[config.mk]
export PLATFORM = sky130hd
export DESIGN_NAME = sha256_digest_core
export DESIGN_NICKNAME = d
export VERILOG_FILES = /design/src/sv/sha_pkg.sv /design/src/sv/sha_intake.sv /design/src/sv/sha_engine.sv /design/src/sv/sha256_digest_core.sv
export SDC_FILE = /design/constraint.sdc
export NUM_CORES = 2
export LEC_CHECK = 0
export BUFFER_PORTS_ARGS = -buffer_cell sky130_fd_sc_hd__buf_2
export CAP_MARGIN = 20
export CORE_ASPECT_RATIO = 1.5
export CORE_MARGIN = 3
export CORE_UTILIZATION = 65
export CTS_CLUSTER_SIZE = 14
export DETAILED_ROUTE_END_ITERATION = 10
export PLACE_DENSITY = 0.81
export SLEW_MARGIN = 20
export SYNTH_ARGS = -nofsm -noshare
export SYNTH_HDL_FRONTEND = slang
export SYNTH_SLANG_ARGS = --single-unit
[constraint.sdc]
create_clock -name aclk -period 50.8 [get_ports aclk]
set_clock_uncertainty 0.1 [all_clocks]
set_input_delay 2.54 -clock aclk [delete_from_list [all_inputs] [get_ports aclk]]
set_output_delay 2.54 -clock aclk [all_outputs]
set_load 0.01 [all_outputs]
[src/sv/sha_pkg.sv]
// sha_pkg: shared types, constants and round functions for the sha-256 digest core
// depends on nothing
`timescale 1ns / 1ps
package sha_pkg;

    localparam int QUEUE_DEPTH = 4;

    typedef struct packed {
        logic [7:0] data_byte;
        logic       byte_present;
        logic       end_of_message;
    } in_word_t;

    typedef struct packed {
        logic [31:0] digest_word;
        logic [2:0]  word_index;
        logic        last_word;
    } out_word_t;

    // queue entry from the intake side: one byte and/or an end marker
    typedef struct packed {
        logic [7:0] data_byte;
        logic       byte_present;
        logic       end_of_message;
    } cmd_t;

    localparam logic [255:0] INIT_H = {
        32'h6a09e667, 32'hbb67ae85, 32'h3c6ef372, 32'ha54ff53a,
        32'h510e527f, 32'h9b05688c, 32'h1f83d9ab, 32'h5be0cd19
    };

    localparam logic [7:0] PAD_BYTE = 8'h80;

    function automatic logic [31:0] round_k(input logic [5:0] i);
        logic [31:0] k [64];
        k = '{
            32'h428a2f98,32'h71374491,32'hb5c0fbcf,32'he9b5dba5,32'h3956c25b,32'h59f111f1,
            32'h923f82a4,32'hab1c5ed5,32'hd807aa98,32'h12835b01,32'h243185be,32'h550c7dc3,
            32'h72be5d74,32'h80deb1fe,32'h9bdc06a7,32'hc19bf174,32'he49b69c1,32'hefbe4786,
            32'h0fc19dc6,32'h240ca1cc,32'h2de92c6f,32'h4a7484aa,32'h5cb0a9dc,32'h76f988da,
            32'h983e5152,32'ha831c66d,32'hb00327c8,32'hbf597fc7,32'hc6e00bf3,32'hd5a79147,
            32'h06ca6351,32'h14292967,32'h27b70a85,32'h2e1b2138,32'h4d2c6dfc,32'h53380d13,
            32'h650a7354,32'h766a0abb,32'h81c2c92e,32'h92722c85,32'ha2bfe8a1,32'ha81a664b,
            32'hc24b8b70,32'hc76c51a3,32'hd192e819,32'hd6990624,32'hf40e3585,32'h106aa070,
            32'h19a4c116,32'h1e376c08,32'h2748774c,32'h34b0bcb5,32'h391c0cb3,32'h4ed8aa4a,
            32'h5b9cca4f,32'h682e6ff3,32'h748f82ee,32'h78a5636f,32'h84c87814,32'h8cc70208,
            32'h90befffa,32'ha4506ceb,32'hbef9a3f7,32'hc67178f2};
        return k[i];
    endfunction

    function automatic logic [31:0] ror32(input logic [31:0] v, input int s);
        return (v >> s) | (v << (32 - s));
    endfunction

endpackage

[src/sv/sha_intake.sv]
// sha_intake: front end, takes input words into a short queue
// depends on sha_pkg
`timescale 1ns / 1ps
module sha_intake #(
    parameter int QUEUE_DEPTH = sha_pkg::QUEUE_DEPTH
) (
    input  logic              aclk,
    input  logic              aresetn,
    input  logic              s_valid,
    output logic              s_ready,
    input  sha_pkg::in_word_t s_data,
    output logic              q_valid,
    input  logic              q_ready,
    output sha_pkg::cmd_t     q_data
);
    localparam int AW = (QUEUE_DEPTH > 1) ? $clog2(QUEUE_DEPTH) : 1;

    sha_pkg::cmd_t      mem_reg [QUEUE_DEPTH];
    logic [AW-1:0]      wr_reg, rd_reg;
    logic [AW:0]        cnt_reg;
    logic               push, pop;

    assign s_ready = (cnt_reg != (AW+1)'(QUEUE_DEPTH));
    assign q_valid = (cnt_reg != '0);
    assign q_data  = mem_reg[rd_reg];
    assign push    = s_valid && s_ready;
    assign pop     = q_valid && q_ready;

    // items with neither bit set are dropped here
    always_ff @(posedge aclk) begin
        if (!aresetn) begin
            wr_reg  <= '0;
            rd_reg  <= '0;
            cnt_reg <= '0;
        end else begin
            if (push && (s_data.byte_present || s_data.end_of_message)) begin
                mem_reg[wr_reg] <= '{s_data.data_byte, s_data.byte_present,
                                     s_data.end_of_message};
                wr_reg <= (wr_reg == AW'(QUEUE_DEPTH-1)) ? '0 : wr_reg + 1'b1;
            end
            if (pop) rd_reg <= (rd_reg == AW'(QUEUE_DEPTH-1)) ? '0 : rd_reg + 1'b1;
            cnt_reg <= cnt_reg
                + (AW+1)'(push && (s_data.byte_present || s_data.end_of_message))
                - (AW+1)'(pop);
        end
    end
endmodule

[src/sv/sha_engine.sv]
// sha_engine: back end, block assembly, padding, 64-round compression, digest output
// depends on sha_pkg
`timescale 1ns / 1ps
module sha_engine (
    input  logic               aclk,
    input  logic               aresetn,
    input  logic               q_valid,
    output logic               q_ready,
    input  sha_pkg::cmd_t      q_data,
    output logic               m_valid,
    input  logic               m_ready,
    output sha_pkg::out_word_t m_data
);
    typedef enum logic [5:0] {
        ST_IDLE = 6'b000001,
        ST_PAD  = 6'b000010,
        ST_LOAD = 6'b000100,
        ST_COMP = 6'b001000,
        ST_ADD  = 6'b010000,
        ST_OUT  = 6'b100000
    } state_t;

    state_t         state_reg, state_next;
    logic [31:0]    h_reg [8];
    logic [31:0]    blk_reg [16];
    logic [31:0]    w_reg [16];
    logic [31:0]    v_reg [8];
    logic [63:0]    cnt_reg;
    logic [5:0]     round_reg;
    logic           fin_reg;        // pad byte still to be placed after this compression
    logic           tail_reg;       // a length-only block still to be compressed
    logic           lenblk_reg;     // block in flight carries the bit length
    logic [2:0]     oidx_reg;

    logic [31:0] w15, w2, s0, s1, t1, t2, a, e;

    assign q_ready = (state_reg == ST_IDLE);
    assign m_valid = (state_reg == ST_OUT);
    assign m_data  = '{h_reg[oidx_reg], oidx_reg, oidx_reg == 3'd7};

    always_comb begin
        a   = v_reg[0];
        e   = v_reg[4];
        // w window is a shift line, w_reg[0] is the current word
        w15 = w_reg[1];
        w2  = w_reg[14];
        s0  = sha_pkg::ror32(w15, 7) ^ sha_pkg::ror32(w15, 18) ^ (w15 >> 3);
        s1  = sha_pkg::ror32(w2, 17) ^ sha_pkg::ror32(w2, 19) ^ (w2 >> 10);
        t1  = v_reg[7] + (sha_pkg::ror32(e, 6) ^ sha_pkg::ror32(e, 11) ^ sha_pkg::ror32(e, 25))
            + ((e & v_reg[5]) ^ (~e & v_reg[6])) + sha_pkg::round_k(round_reg) + w_reg[0];
        t2  = (sha_pkg::ror32(a, 2) ^ sha_pkg::ror32(a, 13) ^ sha_pkg::ror32(a, 22))
            + ((a & v_reg[1]) ^ (a & v_reg[2]) ^ (v_reg[1] & v_reg[2]));
    end

    always_comb begin
        state_next = state_reg;
        case (state_reg)
            ST_IDLE: if (q_valid) begin
                if (q_data.byte_present && cnt_reg[5:0] == 6'd63) state_next = ST_LOAD;
                else if (q_data.end_of_message) state_next = ST_PAD;
            end
            ST_PAD:  state_next = ST_LOAD;
            ST_LOAD: state_next = ST_COMP;
            ST_COMP: if (round_reg == 6'd63) state_next = ST_ADD;
            ST_ADD: begin
                if (lenblk_reg) state_next = ST_OUT;
                else if (fin_reg) state_next = ST_PAD;
                else if (tail_reg) state_next = ST_LOAD;
                else state_next = ST_IDLE;
            end
            ST_OUT:  if (m_ready && oidx_reg == 3'd7) state_next = ST_IDLE;
            default: state_next = ST_IDLE;
        endcase
    end

    always_ff @(posedge aclk) begin
        if (!aresetn) begin
            state_reg  <= ST_IDLE;
            cnt_reg    <= '0;
            round_reg  <= '0;
            fin_reg    <= 1'b0;
            tail_reg   <= 1'b0;
            lenblk_reg <= 1'b0;
            oidx_reg   <= '0;
            for (int i = 0; i < 8; i++) h_reg[i] <= sha_pkg::INIT_H[255-32*i -: 32];
            for (int i = 0; i < 16; i++) blk_reg[i] <= '0;
        end else begin
            state_reg <= state_next;
            case (state_reg)
                ST_IDLE: if (q_valid) begin
                    if (q_data.byte_present) begin
                        blk_reg[cnt_reg[5:2]][{~cnt_reg[1:0], 3'b000} +: 8] <= q_data.data_byte;
                        cnt_reg <= cnt_reg + 64'd1;
                    end
                    fin_reg <= q_data.end_of_message;
                end
                ST_PAD: begin
                    // bytes past the pad are already zero, the buffer is cleared per block
                    blk_reg[cnt_reg[5:2]][{~cnt_reg[1:0], 3'b000} +: 8] <= sha_pkg::PAD_BYTE;
                    fin_reg <= 1'b0;
                    if (cnt_reg[5:0] < 6'd56) lenblk_reg <= 1'b1;
                    else tail_reg <= 1'b1;
                end
                ST_LOAD: begin
                    for (int i = 0; i < 14; i++) w_reg[i] <= blk_reg[i];
                    w_reg[14] <= lenblk_reg ? cnt_reg[60:29] : blk_reg[14];
                    w_reg[15] <= lenblk_reg ? {cnt_reg[28:0], 3'b000} : blk_reg[15];
                    for (int i = 0; i < 8; i++) v_reg[i] <= h_reg[i];
                    round_reg <= '0;
                end
                ST_COMP: begin
                    for (int i = 0; i < 15; i++) w_reg[i] <= w_reg[i+1];
                    w_reg[15] <= w_reg[0] + s0 + w_reg[9] + s1;
                    v_reg[7] <= v_reg[6];
                    v_reg[6] <= v_reg[5];
                    v_reg[5] <= v_reg[4];
                    v_reg[4] <= v_reg[3] + t1;
                    v_reg[3] <= v_reg[2];
                    v_reg[2] <= v_reg[1];
                    v_reg[1] <= v_reg[0];
                    v_reg[0] <= t1 + t2;
                    round_reg <= round_reg + 6'd1;
                end
                ST_ADD: begin
                    for (int i = 0; i < 8; i++) h_reg[i] <= h_reg[i] + v_reg[i];
                    for (int i = 0; i < 16; i++) blk_reg[i] <= '0;
                    oidx_reg <= '0;
                    if (!lenblk_reg && !fin_reg && tail_reg) begin
                        lenblk_reg <= 1'b1;
                        tail_reg   <= 1'b0;
                    end
                end
                ST_OUT: if (m_ready) begin
                    oidx_reg <= oidx_reg + 3'd1;
                    if (oidx_reg == 3'd7) begin
                        for (int i = 0; i < 8; i++)
                            h_reg[i] <= sha_pkg::INIT_H[255-32*i -: 32];
                        cnt_reg    <= '0;
                        lenblk_reg <= 1'b0;
                    end
                end
                default: ;
            endcase
        end
    end
endmodule

[src/sv/sha256_digest_core.sv]
// sha256_digest_core: top level of the sha-256 digest block
// depends on sha_pkg, sha_intake, sha_engine
`timescale 1ns / 1ps
// takes a message one byte per word and, on the word marked end_of_message,
// emits the eight 32-bit digest words, most significant first, then starts over
// from the initial hash. a front queue takes words while the back end works;
// the back end takes one byte word per cycle while idle, and each full block
// then runs a schedule load, 64 rounds on the single round unit and a hash
// update, during which no byte word is taken; the end word costs a pad step
// plus one or two blocks, then the eight digest words leave at one per
// cycle while the receiver is ready; words with neither bit set are dropped
module sha256_digest_core #(
    parameter int QUEUE_DEPTH = sha_pkg::QUEUE_DEPTH
) (
    input  logic               aclk,
    input  logic               aresetn,
    input  logic               s_valid,
    output logic               s_ready,
    input  sha_pkg::in_word_t  s_data,
    output logic               m_valid,
    input  logic               m_ready,
    output sha_pkg::out_word_t m_data
);
    logic          q_valid, q_ready;
    sha_pkg::cmd_t q_data;

    // front end: queue of words
    sha_intake #(.QUEUE_DEPTH(QUEUE_DEPTH)) u_intake (
        .aclk, .aresetn, .s_valid, .s_ready, .s_data,
        .q_valid, .q_ready, .q_data
    );

    // back end: block buffer, padding, round unit and digest output
    sha_engine u_engine (
        .aclk, .aresetn, .q_valid, .q_ready, .q_data,
        .m_valid, .m_ready, .m_data
    );
endmodule
==> results.cfg <==
[pwr]
p_sw_w = 0.00164
power_w = 0.00452
power_frac_clock_pct = 27.1
cellPowerDensity_nw_per_um2 = 44.6
swShare_pct = 36.3
seqPwrFrac_pct = 35.8
p_leak_nw = 39.6
ir_worst_vdd_mv = 0.0495
power.share.combinational_pct = 37.2
power.internal_w = 0.00288

[synthesis]
async_reset_ff_share_pct = 0
synthSimpleGateAreaFrac_pct = 17.3
ys_ff_latch = 1667
synthCells = 9436
synthXorXnorAreaFrac_pct = 5.72
netlist_area_um2 = 94400
synth_top_family_by_area = simple AND/OR/NAND/NOR gates
seq_area_frac_synth_pct = 50.7
synth_nets = 10000
synth-adder-area-share_pct = 9.72
syn_avg_cell_area_um2 = 10.0
yosysTopAreaCell = edfxtp_1
synth_cell_types = 91
yosysWarnings = 0
yosysTopAreaCellShare_pct = 46.1
synth-compound-area-share_pct = 9.78
synth_most_common_cell = nand2_1
ys_top_cells_by_count = nand2_1, edfxtp_1, nor2_1
synth_edf_count = 1448
synth_ff_type = edfxtp_1
synth.area.top_cells = edfxtp_1, nand2_1, ha_1, dfxtp_1, fa_1
synth_mux_area_share_pct = 3.46

[floorplan]
die_h_um = 473
num_rows = 170
die-area_um2 = 150000
fp.dieW_um = 317
io_pins = 52
initial_utilization_pct = 65.7
coreArea_um2 = 144000

[global_route]
grt_remaining_overflow = 0
grt_use_total_pct = 40.0
grt_pass1_wl_um = 442000
grt_start_max_net_pins = 175
antenna_found_initial = 7
grt_pass1_vias = 71900

[detailed_routing]
num_vias = 72200
wire_per_inst_um = 26.6
wl_um = 301000
routed_via_density = 6.38
dr.first_iter.drc_count = 8105
drc = 0
first_pass_iters = 6
ant_nets = 0

[run_status]
status = finished clean

[layout]
multiInputGateArea_um2 = 43600
fin_util_pct = 70.7
seq_area_um2 = 47900
drive_gt1_share_pct = 6.34
area_growth_pct = 7.46
nFillCells = 10200
instances_no_fill = 11300
nets = 9894

[sta]
min_period_ns = 10.64
timing.fmax_ghz = 0.0940
slew_violations = 0
final_hold_viol_count = 0
setup_viol = 0
min_period_over_period_pct = 20.9
tightest_slew_ns = 1.19
timing.hold.ws_ns = 0.393
final.setup.tns_ns = 0
max_slew_margin_pct = 20.3
rsz0062_at_grt = false

[setup_path]
endpoint_kind = flip-flop
r2r_start = u_engine.round_reg[1]
critPathMaxFanout = 21
crit_top_cell = fa_1
crit_type = reg2reg
crit_arrival_ns = 11.09
start_kind = flip-flop
rrSetupSlack_ns = 40.16
reg2regPathDepth = 33
worstPathRequired_ns = 51.25
path_delay_family = adder cells
cp_slowest_stage_delay_ns = 0.92
critPathSlowestCell = o41ai_1
rr_endpoint = u_engine.v_reg[0][31]
crit_buf_inv = 4

[run]
cap_violations = 0

[worst_hold_path]
min-delay-start = u_engine.h_reg[6][4]
hold_path_end = u_engine.h_reg[6][4]
hold_class = reg2reg
whs_path_depth = 2

[cts]
clock-root-buffer = clkbuf_16
clockBufferDepth = 3
cts-hold-fix-buffers = 0
numCtsBuffers = 159
post_cts_buffers = 0
cts.clk_slew.worst_paths_ns = 0.07
clk_latency_ns = 0.84
tritoncts = yes
cts_max_level = 4
cts.repair.resized = 0
clock-sinks = 1667

[placed_design]
io_buffer_count = 51
dp_cells = 11000
hpwl_um = 216000
gp_congestion = 1.02
[cells by family (layout without fill, tap and decap cells)]
kind of cell	Yosys count	count (layout)
AND/OR/NAND/NOR	4002	4002
flip-flops	1667	1667
AO/OA/AOI/OAI	1487	1487
buffers and inverters	825	799
adder cells (fa/ha/maj)	620	620
XOR/XNOR	616	616
multiplexers	219	219
other	0	4
[worst reg2reg max path: cells and delay by family (launching register included)]
kind / cells / cell delay [ns]
AOI/OAI and AO/OA: 15 / 3.62
xor gates and xnor gates: 2 / 0.46
adders and majority gates: 8 / 3.61
buffers and inverters: 4 / 0.81
DFF: 1 / 0.32
muxes: 1 / 0.56
and+or+nand+nor: 3 / 0.90
[worst max path at each step]
| stage | from | to | slack [ns] | depth (start not counted) |
|---|---|---|---|---|
| after floorplan | aresetn | u_engine.v_reg[0][0] | 12.20 | 3 |
| after global placement | u_engine.round_reg[1] | u_engine.v_reg[0][30] | 40.46 | 35 |
| after detailed placement | u_engine.round_reg[1] | u_engine.v_reg[0][31] | 40.43 | 31 |
| after CTS | u_engine.round_reg[1] | u_engine.v_reg[0][31] | 40.42 | 31 |
| after global routing | u_engine.round_reg[1] | u_engine.v_reg[0][31] | 39.92 | 33 |
| final | u_engine.round_reg[1] | u_engine.v_reg[0][31] | 40.16 | 33 |
[area by class of cell]
class | instances | share of cell area (%)
inverters | 368 | 1.36
clock inverters | 68 | 0.851
well taps | 1892 | 2.33
multi-input cells | 6944 | 43.0
flip-flops and latches | 1667 | 47.2
clock buffers | 221 | 4.29
repair buffers | 142 | 0.983
diodes | 4 | 0.00987
[cell usage in the layout, fill, tap and decap left out, drive strengths merged, types with 14 or more instances in the layout]
cell	synthesis	final
nand2	2537	2537
edfxtp	1448	1448
nor2	884	884
a21oi	426	426
o21ai	426	426
ha	402	402
inv	368	376
xnor2	368	368
xor2	248	248
clkbuf	411	221
dfxtp	219	219
fa	196	196
a21o	147	147
buf	46	142
nand3	136	136
nor3	97	97
mux4	80	80
mux2i	78	78
o21a	71	71
nand2b	69	69
mux2	61	61
a211oi	58	58
nor2b	53	53
o211ai	49	49
and3	48	48
o21bai	44	44
a31oi	43	43
clkinv	0	43
and2	32	32
or3	30	30
o31ai	29	29
maj3	22	22
nand4	20	20
or2	20	20
a211o	17	17
and4	16	16
nor3b	16	16
o22ai	15	15
o31a	15	15
a31o	14	14
[power by group through the flow]
stage	registers, W	clock network, W	logic (W)
after detailed placement	0.00164	0	0.00163
after global routing	0.00162	0.00127	0.00182
after CTS	0.00162	0.00123	0.00165
after floorplan	0.00167	0	0.00120
final	0.00162	0.00122	0.00168
after global placement	0.00164	0	0.00160
[metal layers]
metal / GRT usage, % / up-vias / part of all wire [%]
met4: 36.2 / 6 / 11
li1: - / 32200 / -
met1: 43.1 / 34800 / 32
met3: 6.90 / 1229 / 7.6
met2: 67.1 / 3996 / 49
met5: 0 / - / 0.015
[through the flow]
stage / instance area, um2 / setup slack (ns)
5_1_grt: 101000 / 39.92
3_3_place_gp: 96100 / 40.46
2_1_floorplan: 94400 / 12.20
4_1_cts: 101000 / 40.42
3_5_place_dp: 96200 / 40.43
6_report: 101000 / 40.16
Note: power is estimated with default switching activity, not from simulation.
